## config.mk

```make
export PLATFORM = sky130hd
export DESIGN_NAME = decimated_window_averager_flat
export DESIGN_NICKNAME = d
export VERILOG_FILES = /design/src/rtl/dwa_pkg.sv /design/src/rtl/dwa_tick_if.sv /design/src/rtl/dwa_mean_if.sv /design/src/rtl/dwa_serdiv.sv /design/src/rtl/decimated_window_averager.sv /design/src/flat_wrapper.sv
export SDC_FILE = /design/constraint.sdc
export NUM_CORES = 2
export LEC_CHECK = 0
export BUFFER_PORTS_ARGS = -buffer_cell sky130_fd_sc_hd__buf_2
export CORE_ASPECT_RATIO = 0.6
export CORE_UTILIZATION = 30
export CTS_CLUSTER_DIAMETER = 150
export DETAILED_ROUTE_END_ITERATION = 12
export GPL_TIMING_DRIVEN = 0
export PLACE_DENSITY_LB_ADDON = 0.12
export REMOVE_ABC_BUFFERS = 1
export SLEW_MARGIN = 10
export SYNTH_ARGS = -nofsm -noshare
export SYNTH_HDL_FRONTEND = slang
export SYNTH_SLANG_ARGS = --single-unit
```

## constraint.sdc

```tcl
create_clock -name clk -period 5.56 [get_ports clk]
set_clock_uncertainty 0.1 [all_clocks]
set_input_delay 0.556 -clock clk [delete_from_list [all_inputs] [get_ports clk]]
set_output_delay 0.556 -clock clk [all_outputs]
set_load 0.05 [all_outputs]
```

## src/rtl/dwa_pkg.sv

```systemverilog
`default_nettype none
// ----------------------------------------------------------------------------
// dwa_pkg: shared definitions for the decimated window averager
// Field widths, register indexes, operation codes and divider status.
// ----------------------------------------------------------------------------
package dwa_pkg;

	localparam int SAMPLE_W   = 10;
	localparam int CH_PORT_W  = 3;
	localparam int CNT_W      = 12;
	localparam int DEC_W      = 8;
	localparam int WLEN_W     = 5;
	localparam int CFG_DATA_W = 8;
	localparam int CFG_IDX_W  = 1;

	localparam int DEF_NUM_CHANNELS = 8;
	localparam int DEF_MAX_WINDOW   = 16;

	localparam logic [CFG_IDX_W-1:0] CFG_DECIMATION = 1'b0;
	localparam logic [CFG_IDX_W-1:0] CFG_WINDOW     = 1'b1;

	typedef enum logic {
		OP_TICK  = 1'b0,
		OP_CLEAR = 1'b1
	} op_t;

	typedef struct packed {
		logic busy;
		logic done;
	} div_status_t;

endpackage
`default_nettype wire

```

## src/rtl/dwa_tick_if.sv

```systemverilog
`default_nettype none
// ----------------------------------------------------------------------------
// dwa_tick_if: input channel of the averager
// One beat is a conversion tick with a sample, or a channel clear.
// ----------------------------------------------------------------------------
interface dwa_tick_if;
	logic                         valid;
	logic                         ready;
	dwa_pkg::op_t                 op;
	logic [dwa_pkg::CH_PORT_W-1:0] channel;
	logic [dwa_pkg::SAMPLE_W-1:0]  sample;

	modport source(output valid, op, channel, sample, input ready);
	modport sink(input valid, op, channel, sample, output ready);
endinterface
`default_nettype wire

```

## src/rtl/dwa_mean_if.sv

```systemverilog
`default_nettype none
// ----------------------------------------------------------------------------
// dwa_mean_if: result channel of the averager
// One beat carries the channel mean and its valid and full flags.
// ----------------------------------------------------------------------------
interface dwa_mean_if;
	logic                        valid;
	logic                        ready;
	logic [dwa_pkg::SAMPLE_W-1:0] average;
	logic                        valid_res;
	logic                        full_res;

	modport source(output valid, average, valid_res, full_res, input ready);
	modport sink(input valid, average, valid_res, full_res, output ready);
endinterface
`default_nettype wire

```

## src/rtl/dwa_serdiv.sv

```systemverilog
`default_nettype none
// ----------------------------------------------------------------------------
// dwa_serdiv: bit-serial restoring divider
// One quotient bit per cycle.
// ----------------------------------------------------------------------------
module dwa_serdiv #(
	parameter int DIVIDEND_W = 14,
	parameter int DIVISOR_W  = 8
) (
	input  wire logic                  clk,
	input  wire logic                  arst_n,
	input  wire logic                  start,
	input  wire logic [DIVIDEND_W-1:0] dividend,
	input  wire logic [DIVISOR_W-1:0]  divisor,
	output logic [DIVIDEND_W-1:0]      quotient,
	output logic [DIVISOR_W-1:0]       remainder,
	output dwa_pkg::div_status_t       status
);
	import dwa_pkg::*;

	localparam int STEP_W = $clog2(DIVIDEND_W + 1);

	logic                  busy_q;
	logic                  done_q;
	logic [STEP_W-1:0]     step_q;
	logic [DIVIDEND_W-1:0] quo_q;
	logic [DIVISOR_W-1:0]  rem_q;
	logic [DIVISOR_W-1:0]  dvs_q;

	logic [DIVISOR_W:0]    rem_sh;
	logic [DIVISOR_W:0]    diff;
	logic                  ge;

	assign rem_sh = {rem_q, quo_q[DIVIDEND_W-1]};
	assign diff   = rem_sh - {1'b0, dvs_q};
	assign ge     = ~diff[DIVISOR_W];

	always_ff @(posedge clk or negedge arst_n) begin
		if (!arst_n) begin
			busy_q <= 1'b0;
			done_q <= 1'b0;
			step_q <= '0;
		end else begin
			done_q <= 1'b0;
			if (start) begin
				busy_q <= 1'b1;
				step_q <= STEP_W'(DIVIDEND_W);
			end else if (busy_q) begin
				step_q <= step_q - 1'b1;
				if (step_q == STEP_W'(1)) begin
					busy_q <= 1'b0;
					done_q <= 1'b1;
				end
			end
		end
	end

	always_ff @(posedge clk) begin
		if (start) begin
			quo_q <= dividend;
			rem_q <= '0;
			dvs_q <= divisor;
		end else if (busy_q) begin
			quo_q <= {quo_q[DIVIDEND_W-2:0], ge};
			rem_q <= ge ? diff[DIVISOR_W-1:0] : rem_sh[DIVISOR_W-1:0];
		end
	end

	assign quotient    = quo_q;
	assign remainder   = rem_q;
	assign status.busy = busy_q;
	assign status.done = done_q;

endmodule
`default_nettype wire

```

## src/rtl/decimated_window_averager.sv

```systemverilog
`default_nettype none
// ----------------------------------------------------------------------------
// decimated_window_averager: per-channel decimating boxcar mean
// Beats on ticks carry a sample tick or a clear for one channel; every beat
// returns exactly one beat on means, with the channel's truncated mean when valid_res is set.
// cfg_wr_en, cfg_index and cfg_data set decimation and window length; write
// them only while no beat is in flight.
// Throughput is one beat at a time. A clear or an out-of-range channel goes
// straight to the output state with an empty result. A tick runs the serial
// divider once for counter / decimation and, when entries are counted, once
// more for sum / n, after the sum walks the n stored entries through the
// single read port of the sample store. The input is ready again once the
// result has moved into the output register.
// Reset clears tick counters, full flags and the handshake state; the sample
// store holds no reset value and needs no clearing pass.
// A stalled receiver holds the result in the output register; the next beat
// is still taken and worked, and waits for that register before it lands.
// ----------------------------------------------------------------------------
module decimated_window_averager #(
	parameter int NUM_CHANNELS = dwa_pkg::DEF_NUM_CHANNELS,
	parameter int MAX_WINDOW   = dwa_pkg::DEF_MAX_WINDOW
) (
	input  wire logic                           clk,
	input  wire logic                           arst_n,
	input  wire logic                           cfg_wr_en,
	input  wire logic [dwa_pkg::CFG_IDX_W-1:0]  cfg_index,
	input  wire logic [dwa_pkg::CFG_DATA_W-1:0] cfg_data,
	dwa_tick_if.sink                            ticks,
	dwa_mean_if.source                          means
);
	import dwa_pkg::*;

	localparam int CH_IDX_W = (NUM_CHANNELS > 1) ? $clog2(NUM_CHANNELS) : 1;
	localparam int SLOT_W   = (MAX_WINDOW > 1) ? $clog2(MAX_WINDOW) : 1;
	localparam int W_W      = $clog2(MAX_WINDOW + 1);
	localparam int DEPTH    = NUM_CHANNELS * MAX_WINDOW;
	localparam int ADDR_W   = (DEPTH > 1) ? $clog2(DEPTH) : 1;
	localparam int SUM_W    = $clog2(MAX_WINDOW * ((1 << SAMPLE_W) - 1) + 1);
	localparam int DIV_W    = (SUM_W > CNT_W) ? SUM_W : CNT_W;
	localparam int DVS_W    = (W_W > DEC_W) ? W_W : DEC_W;
	localparam int WD_W     = W_W + DEC_W;
	localparam int CMP_W    = (WD_W > CNT_W) ? WD_W : CNT_W;

	typedef enum logic [5:0] {
		S_IDLE = 6'b000001,
		S_DIV1 = 6'b000010,
		S_UPD  = 6'b000100,
		S_SUM  = 6'b001000,
		S_DIV2 = 6'b010000,
		S_OUT  = 6'b100000
	} state_t;

	state_t                state_q;

	logic [DEC_W-1:0]      dec_q;
	logic [WLEN_W-1:0]     wlen_q;
	logic [DEC_W-1:0]      d_eff;
	logic [W_W-1:0]        w_eff;

	logic [CNT_W-1:0]      cnt_q [NUM_CHANNELS];
	logic                  full_q [NUM_CHANNELS];

	logic [SAMPLE_W-1:0]   store_mem [DEPTH];
	logic [SAMPLE_W-1:0]   rd_data_s1;
	logic                  rd_vld_s1;

	logic [CH_IDX_W-1:0]   ch_q;
	logic [SAMPLE_W-1:0]   sample_q;
	logic [DIV_W-1:0]      quo_q;
	logic [DVS_W-1:0]      rem_q;
	logic [W_W-1:0]        n_q;
	logic [W_W-1:0]        idx_q;
	logic [SUM_W-1:0]      sum_q;

	logic [SAMPLE_W-1:0]   res_avg_q;
	logic                  res_valid_q;
	logic                  res_full_q;

	logic                  out_valid_q;
	logic [SAMPLE_W-1:0]   out_avg_q;
	logic                  out_vres_q;
	logic                  out_full_q;

	logic                  accept;
	logic                  in_range;
	logic [CH_IDX_W-1:0]   ch_in;
	logic                  div_start;
	logic [DIV_W-1:0]      div_dividend;
	logic [DVS_W-1:0]      div_divisor;
	logic [DIV_W-1:0]      div_quo;
	logic [DVS_W-1:0]      div_rem;
	div_status_t           div_sts;

	logic [DIV_W:0]        q_ext;
	logic [DIV_W:0]        q_inc;
	logic [CNT_W-1:0]      cnt_inc;
	logic [WD_W-1:0]       wd;
	logic                  wrap;
	logic                  full_new;
	logic [W_W-1:0]        n_part;
	logic [W_W-1:0]        n_new;
	logic                  mem_we;
	logic [ADDR_W-1:0]     ch_base;
	logic [ADDR_W-1:0]     mem_waddr;
	logic [ADDR_W-1:0]     mem_raddr;
	logic                  issue;
	logic                  sweep_done;
	logic                  out_load;

	assign d_eff = (dec_q == '0) ? DEC_W'(1) : dec_q;

	always_comb begin
		priority if (wlen_q == '0) begin
			w_eff = W_W'(1);
		end else if (32'(wlen_q) > MAX_WINDOW) begin
			w_eff = W_W'(MAX_WINDOW);
		end else begin
			w_eff = W_W'(wlen_q);
		end
	end

	always_ff @(posedge clk or negedge arst_n) begin
		if (!arst_n) begin
			dec_q  <= DEC_W'(1);
			wlen_q <= WLEN_W'(8);
		end else if (cfg_wr_en) begin
			unique case (cfg_index)
				CFG_DECIMATION: dec_q  <= cfg_data[DEC_W-1:0];
				CFG_WINDOW:     wlen_q <= cfg_data[WLEN_W-1:0];
				default: ;
			endcase
		end
	end

	assign ticks.ready = (state_q == S_IDLE);
	assign accept      = ticks.valid && ticks.ready;
	assign in_range    = 32'(ticks.channel) < NUM_CHANNELS;
	assign ch_in       = CH_IDX_W'(ticks.channel);

	assign sweep_done  = (state_q == S_SUM) && (idx_q == n_q) && !rd_vld_s1;
	assign issue       = (state_q == S_SUM) && (idx_q < n_q);

	always_comb begin
		div_start    = 1'b0;
		div_dividend = DIV_W'(sum_q);
		div_divisor  = DVS_W'(n_q);
		if (accept && in_range && ticks.op == OP_TICK) begin
			div_start    = 1'b1;
			div_dividend = DIV_W'(cnt_q[ch_in]);
			div_divisor  = DVS_W'(d_eff);
		end else if (sweep_done) begin
			div_start    = 1'b1;
		end
	end

	dwa_serdiv #(
		.DIVIDEND_W(DIV_W),
		.DIVISOR_W (DVS_W)
	) u_div (
		.clk      (clk),
		.arst_n   (arst_n),
		.start    (div_start),
		.dividend (div_dividend),
		.divisor  (div_divisor),
		.quotient (div_quo),
		.remainder(div_rem),
		.status   (div_sts)
	);

	assign q_ext    = {1'b0, quo_q};
	assign q_inc    = q_ext + 1'b1;
	assign cnt_inc  = cnt_q[ch_q] + 1'b1;
	assign wd       = WD_W'(w_eff) * WD_W'(d_eff);
	assign wrap     = CMP_W'(cnt_inc) >= CMP_W'(wd);
	assign full_new = full_q[ch_q] || wrap;
	assign n_part   = (q_inc > (DIV_W + 1)'(w_eff)) ? w_eff : W_W'(q_inc);

	always_comb begin
		priority if (full_new) begin
			n_new = w_eff;
		end else if (cnt_inc == '0) begin
			n_new = '0;
		end else begin
			n_new = n_part;
		end
	end

	assign ch_base   = ADDR_W'(ch_q) * ADDR_W'(MAX_WINDOW);
	assign mem_we    = (state_q == S_UPD) && (rem_q == '0) && (q_ext < (DIV_W + 1)'(w_eff));
	assign mem_waddr = ch_base + ADDR_W'(quo_q[SLOT_W-1:0]);
	assign mem_raddr = ch_base + ADDR_W'(idx_q[SLOT_W-1:0]);

	always_ff @(posedge clk) begin
		if (mem_we) begin
			store_mem[mem_waddr] <= sample_q;
		end
	end

	always_ff @(posedge clk) begin
		rd_data_s1 <= store_mem[mem_raddr];
	end

	assign out_load = (state_q == S_OUT) && (!out_valid_q || means.ready);

	always_ff @(posedge clk or negedge arst_n) begin
		if (!arst_n) begin
			state_q     <= S_IDLE;
			rd_vld_s1   <= 1'b0;
			out_valid_q <= 1'b0;
			for (int i = 0; i < NUM_CHANNELS; i++) begin
				cnt_q[i]  <= '0;
				full_q[i] <= 1'b0;
			end
		end else begin
			rd_vld_s1 <= issue;
			if (out_load) begin
				out_valid_q <= 1'b1;
			end else if (means.ready) begin
				out_valid_q <= 1'b0;
			end
			unique case (state_q)
				S_IDLE: begin
					if (accept) begin
						if (in_range && ticks.op == OP_TICK) begin
							state_q <= S_DIV1;
						end else begin
							if (in_range) begin
								cnt_q[ch_in]  <= '0;
								full_q[ch_in] <= 1'b0;
							end
							state_q <= S_OUT;
						end
					end
				end
				S_DIV1: begin
					if (div_sts.done) begin
						state_q <= S_UPD;
					end
				end
				S_UPD: begin
					cnt_q[ch_q]  <= wrap ? '0 : cnt_inc;
					full_q[ch_q] <= full_new;
					state_q      <= (n_new == '0) ? S_OUT : S_SUM;
				end
				S_SUM: begin
					if (sweep_done) begin
						state_q <= S_DIV2;
					end
				end
				S_DIV2: begin
					if (div_sts.done) begin
						state_q <= S_OUT;
					end
				end
				S_OUT: begin
					if (out_load) begin
						state_q <= S_IDLE;
					end
				end
				default: state_q <= S_IDLE;
			endcase
		end
	end

	always_ff @(posedge clk) begin
		if (accept) begin
			ch_q        <= ch_in;
			sample_q    <= ticks.sample;
			res_avg_q   <= '0;
			res_valid_q <= 1'b0;
			res_full_q  <= 1'b0;
		end
		if (state_q == S_DIV1 && div_sts.done) begin
			quo_q <= div_quo;
			rem_q <= div_rem;
		end
		if (state_q == S_UPD) begin
			n_q        <= n_new;
			idx_q      <= '0;
			sum_q      <= '0;
			res_full_q <= full_new;
		end
		if (issue) begin
			idx_q <= idx_q + 1'b1;
		end
		if (rd_vld_s1) begin
			sum_q <= sum_q + SUM_W'(rd_data_s1);
		end
		if (state_q == S_DIV2 && div_sts.done) begin
			res_avg_q   <= div_quo[SAMPLE_W-1:0];
			res_valid_q <= 1'b1;
		end
		if (out_load) begin
			out_avg_q  <= res_avg_q;
			out_vres_q <= res_valid_q;
			out_full_q <= res_full_q;
		end
	end

	assign means.valid     = out_valid_q;
	assign means.average   = out_avg_q;
	assign means.valid_res = out_vres_q;
	assign means.full_res  = out_full_q;

	a_one_beat: assert property (@(posedge clk) disable iff (!arst_n)
		accept |=> !ticks.ready)
		else $error("second beat taken while one is in flight");

	a_ready_div_idle: assert property (@(posedge clk) disable iff (!arst_n)
		ticks.ready |-> !div_sts.busy)
		else $error("input ready while divider busy");

	a_empty_result: assert property (@(posedge clk) disable iff (!arst_n)
		(means.valid && !means.valid_res) |-> (means.average == '0 && !means.full_res))
		else $error("result with no entries carries a mean or full flag");

	a_sweep_bound: assert property (@(posedge clk) disable iff (!arst_n)
		(state_q == S_SUM) |-> (idx_q <= n_q && n_q <= w_eff))
		else $error("sum sweep index out of window");

endmodule
`default_nettype wire
```

## src/flat_wrapper.sv

```systemverilog
// flat-port wrapper written by rule: the top's interface ports become plain ports
module decimated_window_averager_flat import dwa_pkg::*;
#(
	parameter int NUM_CHANNELS = dwa_pkg::DEF_NUM_CHANNELS,
	parameter int MAX_WINDOW   = dwa_pkg::DEF_MAX_WINDOW
)
  (clk, arst_n, cfg_wr_en, cfg_index, cfg_data, ticks_valid, ticks_op, ticks_channel, ticks_sample, ticks_ready, means_valid, means_average, means_valid_res, means_full_res, means_ready);
  dwa_tick_if ticks_i ();
  dwa_mean_if means_i ();
  input  wire logic clk;
  input  wire logic arst_n;
  input  wire logic cfg_wr_en;
  input  wire logic [dwa_pkg::CFG_IDX_W-1:0] cfg_index;
  input  wire logic [dwa_pkg::CFG_DATA_W-1:0] cfg_data;
  input wire logic [$bits(ticks_i.valid)-1:0] ticks_valid;
  input wire logic [$bits(ticks_i.op)-1:0] ticks_op;
  input wire logic [$bits(ticks_i.channel)-1:0] ticks_channel;
  input wire logic [$bits(ticks_i.sample)-1:0] ticks_sample;
  output wire logic [$bits(ticks_i.ready)-1:0] ticks_ready;
  output wire logic [$bits(means_i.valid)-1:0] means_valid;
  output wire logic [$bits(means_i.average)-1:0] means_average;
  output wire logic [$bits(means_i.valid_res)-1:0] means_valid_res;
  output wire logic [$bits(means_i.full_res)-1:0] means_full_res;
  input wire logic [$bits(means_i.ready)-1:0] means_ready;
  assign ticks_i.valid = ticks_valid;
  assign ticks_i.op = ticks_op;
  assign ticks_i.channel = ticks_channel;
  assign ticks_i.sample = ticks_sample;
  assign ticks_ready = ticks_i.ready;
  assign means_valid = means_i.valid;
  assign means_average = means_i.average;
  assign means_valid_res = means_i.valid_res;
  assign means_full_res = means_i.full_res;
  assign means_i.ready = means_ready;
  decimated_window_averager #(.NUM_CHANNELS(NUM_CHANNELS), .MAX_WINDOW(MAX_WINDOW)) u_core (.clk(clk), .arst_n(arst_n), .cfg_wr_en(cfg_wr_en), .cfg_index(cfg_index), .cfg_data(cfg_data), .ticks(ticks_i), .means(means_i));
endmodule
```

After elaboration in Yosys (flattened, before gate mapping)
Memory sizes are Yosys's and may differ from the RTL's. A register that Yosys moved wholly into a read port is not among the register bits.
Index checks and enable logic that the tools add are counted.
{ "classes": {"addsub": 8, "mul": 1, "magnitude_cmp": 9, "n_eq_ne": 14, "muxes": 67, "n_bitwise": 9, "n_reduce_logical": 32} }
{ "ops": {"columns": ["operator", "count"], "rows": [
  ["$mux W96", 2],
  ["$pmux W96 S2", 1],
  ["$and A96 B96 Y96", 1],
  ["$bwmux W96", 1],
  ["$not A96 Y96", 1],
  ["$mux W12", 7],
  ["$bmux W12 S3", 2],
  ["$demux W12 S3", 2],
  ["$mux W14", 5],
  ["$mux W6", 7],
  ["$mux W5", 8],
  ["$pmux W6 S6", 1],
  ["$mux W8", 4],
  ["$mux W10", 2],
  ["$mux W1", 18],
  ["$logic_not A8 Y1", 2],
  ["$pmux W8 S2", 1],
  ["$add A14 B1 Y15 const B", 1],
  ["$gt A15 B5 Y1", 1],
  ["$add A14 B10 Y14", 1],
  ["$add A7 B4 Y7", 2],
  ["$lt A14 B5 Y1", 1],
  ["$reduce_bool A2 Y1", 7],
  ["$ge A12 B13 Y1", 1],
  ["other kinds (35)", 61]
]} }
{ "totals": {"register_bits": 244, "ramBits": 1280, "out_inout_bits": 14, "elab_cells": 182, "n_memories": 1} }
{ "memory_table": {"columns": ["memory", "depth", "width", "rd", "rd_ports_with_merged_regs", "write_ports", "line", "source"], "rows": [
  ["u_core.store_mem", 128, 10, 1, 1, 1, "decimated_window_averager.sv:63", "logic [SAMPLE_W-1:0] store_mem [DEPTH];"]
]} }

Logic depth before layout (Yosys ltp)
{ "depth": {"ltp_word": 11, "ltp_mapped": 30, "ltp_nobuf": 27} }

Hierarchy
Synthesis repeated with hierarchy kept, for this count alone.
{ "hier_totals": {"hier_cells": 3407, "area_unflattened_um2": 63538.4} }
{ "modules_own_cells": {"columns": ["mod", "n_inst", "cells_each", "area_per_inst_um2", "seq_area_each_um2"], "rows": [
  ["decimated_window_averager", 1, 3245, 61670.4, 44251.2],
  ["dwa_serdiv", 1, 162, 1868.0, 970.9]
]} }

Worst setup path before layout
No wires, ideal clock.
{ "synth_timing": {"kind": "register to register", "start": "reg u_core.dec_q[5]", "end": "reg u_core.n_q[2], data pin", "setup_ps": 269, "arrival_time_ps": 5471, "t_required_ps": 5191, "setup_slack_ps": -280, "path_stages_with_launch": 24, "path_cell_list": "dfrtp_1 -> nor4_1 -> a21oi_1 -> nand2b_1 -> fa_1 -> fa_1 -> fa_1 -> inv_1 -> ha_1 -> a21o_1 -> a21oi_1 -> nor2b_1 -> o21a_1 -> o21ai_0 -> nand2b_1 -> a21oi_1 -> xor2_1 -> ha_1 -> or3_1 -> a221oi_1 -> a21o_1 -> o21ai_0 -> nor4_4 -> nor3_1"} }
{ "synth_via": {"elab_chain_cells": 6} }
{ "synth_lines": {"columns": ["element", "line", "source"], "rows": [
  ["from (decl)", "decimated_window_averager.sv:55", "logic [DEC_W-1:0] dec_q;"],
  ["from (signal assigned)", "decimated_window_averager.sv:128", "CFG_DECIMATION: dec_q <= cfg_data[DEC_W-1:0];"],
  ["$logic_not A8 Y1", "decimated_window_averager.sv:110", "assign d_eff = (dec_q == '0) ? DEC_W'(1) : dec_q;"],
  ["$mux W8 (*)", "decimated_window_averager.sv:110", null],
  ["$mul A5 B8 Y13 (*)", "decimated_window_averager.sv:173", "assign wd = WD_W'(w_eff) * WD_W'(d_eff);"],
  ["$ge A12 B13 Y1 (*)", "decimated_window_averager.sv:174", "assign wrap = CMP_W'(cnt_inc) >= CMP_W'(wd);"],
  ["$logic_or A1 B1 Y1 (*)", "decimated_window_averager.sv:175", "assign full_new = full_q[ch_q] || wrap;"],
  ["$mux W5 (*)", "decimated_window_averager.sv:179", "priority if (full_new) begin"],
  ["via u_core.n_new[2]", "decimated_window_averager.sv:101", "logic [W_W-1:0] n_new;"],
  ["to (signal assigned)", "decimated_window_averager.sv:278", "n_q <= n_new;"],
  ["to (decl)", "decimated_window_averager.sv:71", "logic [W_W-1:0] n_q;"]
]} }
Mark *: on every way through the listed nets, which the timed path passes. The rest lies on a longest branch.
A chain may end at the register's enable or synchronous reset.

Worst setup path in the final report
Ends and elaborated chain as after synthesis.

==> run summary <==
- **violations in the final reports** negative setup slack
- **smallest setup slack after layout** -0.3179 ns
- **combined flip-flop and latch cell area** 45230 um^2
- **first-pass GRT wire length** 258200 um
- **endpoint class of the critical path** register
- **Data required, critical path** 5.99 ns
- **top area cells in the synthesized netlist** edfxtp_1 (66%), mux4_2 (16%), dfrtp_1 (5.1%)
- **number of setup violations in the final report** 104
- **sequential fraction of the synthesis area** 71.34%
- **# rows** 130
- **I/O Buffers** 41
- **count of maximum capacitance violations** 0
- **power consumption** 28.89 mW
- **number of instances in the placed design** 6090
- **register bit total from synthesis** 1534
- **sum of negative setup slack** -17.42 ns
- **share of cells above drive strength 1** 29.61%
- **Detailed Routing Iterations Pass 1** 5
- **outcome** complete, but fails checks
- **launching point of the worst reg2reg path** u_core.dec_q[5]
- **aggregate global routing overflow** 0
- **cell repeated most along the worst path** a21oi_2
- **# H-tree levels** 4
- **Root Buffer** clkbuf_16
- **Clock Pin Slew Worst Setup and Hold Paths** 0.06 ns
- **Leak Pwr** 25.93 nW
- **data arrival at the endpoint of the critical path** 6.31 ns
- **portion of synthesized cell area occupied by the leading cell type** 65.56%
- **Max Root-Sink Buffers** 4
- **clock tree from TritonCTS** done
- **ports placed on the boundary** 42
- **worst-path fanout max** 6
- **path depth of the worst reg2reg path** 24
- **most used standard cells in the synthesized netlist** edfxtp_1 (1384), mux4_2 (450), nor2_1 (196)
- **share of async-settable or async-resettable flops after synthesis** 8.540%
- **Post-Syn Area per Cell** 19.40 um^2
- **launching element type of the critical path** register
- **final clock period utilization by the worst path** 105.7%
- **final count of hold timing violations** 0
- **fmax** 170.1 MHz
- **area growth from synthesis to final layout** 20.78%
- **Crit-path slowest cell** fa_1
- **area inside the core boundary** 209700 um^2
- **clock net sink count** 1534
- **fillers** 19220
- **critical-path cell list** nor4_4 > a21oi_2 > nand2b_4 > fa_1 > fa_1 > fa_1 > inv_2 > ha_4 > a21oi_4 > o21bai_1 > a21oi_2 > o21bai_1 > a21oi_2 > o21bai_1 > a21oi_2 > xor2_1 > ha_1 > or3_4 > a221oi_4 > a21o_4 > o21ai_4 > nor4_4 > buf_6 > nor3_2
- **endpoint of the lowest-slack register-to-register path** u_core.n_q[2]
- **Via Count** 32670
- **crit-path max cell delay** 0.54 ns
- **vias in the first global route** 32480
- **width of the die** 595.4 um
- **relative slew slack** 13.20%
- **sum of routed wire length over all layers** 182500 um
- **clock buffers created by TritonCTS** 158
- **Syn Inst Count** 3268
- **Total Die Area** 213200 um^2
- **Routability Congestion** 0.7733
- **clock insertion delay at the later pin of the skew report** 0.81 ns
- **Routed wire per std cell** 28.35 um
- **worst hold path type** primary input to register
- **cell depth of the worst hold path** 3
- **worst hold slack** 0.1270 ns
- **total track usage** 17.03%
- **starting density of the core** 30.23%
- **Min-Delay Endpoint** u_core.res_valid_q
- **top-count cell post-synth** edfxtp_1
- **Final Instance Count excl. Fillers** 6437
- **setup slack, reg-to-reg** -0.32 ns
- **RSZ-0062 raised after global routing** true
- **Chip Height** 358.1 um
- **power density over the cells** 377.3 nW/um^2
- **synth warn** 0
- **via/cell ratio** 5.075
- **Remaining DRCs** 0
- **critical setup path kind** register to register
- **minimum clock period after layout** 5.878 ns
- **post-route ant nets** 0
- **area of the multi-input gates** 17700 um^2
- **Top FF cell, synth** edfxtp_1
- **post-synthesis instance area** 63390 um^2
- **initial drt markers** 3344
- **Final Cell Area** 76560 um^2
- **EDFF count, synth** 1384
- **slew at the pin with the worst max-slew slack** 1.294 ns
- **worst IR drop on VDD** 0.2257 mV
- **maximum number of pins on one net before global-route repair** 71
- **instance area at placement** 70440 um^2
- **Min-Delay Startpoint** ticks_valid
- **Final Slew Violations** 0
- **Yosys cell types** 74
- **leading area contributor after synthesis** edfxtp_1
- **initial antenna violation count** 21
- **number of nets in the finished design** 3660
- **post-detailed-placement half-perimeter wirelength** 125200 um
-- what timing repair did --
action / 4_1_cts / 5_1_grt
hold endpoints to repair: 85 / 0
gates resized for setup: 92 / 23
gates cloned: 1 / 0
hold buffers: 20 / 0
pin swaps: 39 / 32
setup endpoints to repair: 115 / 116
buffers inserted: 32 / 10
-- worst max path at each step --
stage	startpoint	end	slack (ns)	cells after the start
global placement	u_core.idx_q[0]	u_core.rd_data_s1[7]	-16.52	5
detailed placement	u_core.wlen_q[4]	u_core.n_q[2]	-1.75	25
CTS	u_core.dec_q[7]	u_core.n_q[1]	-0.30	25
global route	u_core.dec_q[5]	u_core.n_q[1]	-0.56	26
finish	u_core.dec_q[5]	u_core.n_q[2]	-0.32	24
floorplan	u_core.idx_q[0]	u_core.u_div.dvs_q[0]	-9.33	7
-- registers in the layout, summed over array words and instances (netlist names), 3 cells and up --
register and count:
u_core.ch_q 3, u_core.cnt_q 96, u_core.dec_q 8, u_core.full_q 8, u_core.idx_q 5, u_core.means.average 10
u_core.n_q 5, u_core.quo_q 14, u_core.rd_data_s1 10, u_core.rem_q 8, u_core.res_avg_q 10, u_core.sample_q 10
u_core.state_q 6, u_core.store_mem 1280, u_core.sum_q 14, u_core.u_div.dvs_q 8, u_core.u_div.quotient 14, u_core.u_div.remainder 8
u_core.u_div.step_q 4, u_core.wlen_q 5
-- layer usage --
metal,GRT usage [%],part of all wire (%),vias up
met4,3.229,1.6,4
li1,-,-,13890
met3,4.080,6.6,207
met1,28.28,53,17690
met2,21.82,39,878
met5,0.7407,0.015,-
-- stage by stage --
| step | utilization [%] | setup WS, ns |
|---|---|---|
| final | 36.52 | -0.3179 |
| after floorplan | - | -9.327 |
| after global routing | 36.51 | -0.5588 |
| after CTS | 36.42 | -0.3037 |
| after detailed placement | 33.59 | -1.746 |
| after global placement | 31.65 | -16.52 |
-- layout make-up --
class	count	share of cell area (%)
Sequential cell	1534	59.08
Multi-Input combinational cell	1479	23.11
Timing Repair Buffer	293	6.233
Clock buffer	201	5.553
Tap cell	2772	4.530
Clock inverter	76	1.097
Inverter	74	0.3628
Antenna cell	8	0.02615
-- critical path: cells and delay by family (launching register included) --
| kind | cells | cell delay (ns) |
|---|---|---|
| compound gates | 11 | 1.58 |
| xor+xnor | 1 | 0.15 |
| fa+ha+maj | 5 | 2.02 |
| buf+inv | 2 | 0.25 |
| flops | 1 | 0.43 |
| simple gates | 5 | 1.09 |
-- cells by family (layout without fill, tap and decap cells) --
| group | after synthesis | count (layout) | share of synthesized area [%] |
|---|---|---|---|
| DFF | 1534 | 1534 | 71.34 |
| AOI/OAI and AO/OA | 293 | 293 | 3.267 |
| muxes | 518 | 518 | 17.17 |
| xor gates and xnor gates | 42 | 42 | 0.5803 |
| other | 0 | 8 | 0 |
| buffers and inverters | 255 | 644 | 1.565 |
| adders and majority gates | 92 | 92 | 2.053 |
| and+or+nand+nor | 534 | 534 | 4.023 |
-- report_power, final --
group          total, mW  switching [mW]  internal (mW)
combinational       4.35            2.57           1.77
sequential          13.7           0.350           13.4
clock               10.8            4.57           6.24
-- cells in the final DEF (no fill, tap or decap), types with 17 or more instances in the layout --
master,count
edfxtp_1,1384
mux4_2,450
nor2_1,164
clkbuf_16,163
nand2_1,120
dfrtp_1,120
a22o_1,91
buf_16,90
buf_8,83
inv_1,71
ha_1,71
and2_1,47
mux2i_1,40
buf_2,40
o21ai_0,39
clkbuf_1,35
a21oi_1,34
buf_4,33
clkinv_2,29
nor2b_1,26
nor2_2,25
clkinv_1,23
mux2_2,22
nand3_1,22
nor3_1,20
xnor2_1,20
fa_1,20
dlygate4sd3_1,20
xor2_1,19
dfxtp_1,19
a211oi_1,18
a21o_1,18
bufinv_16,18
nand2b_1,17
Note: power is estimated with default switching activity, not from simulation.
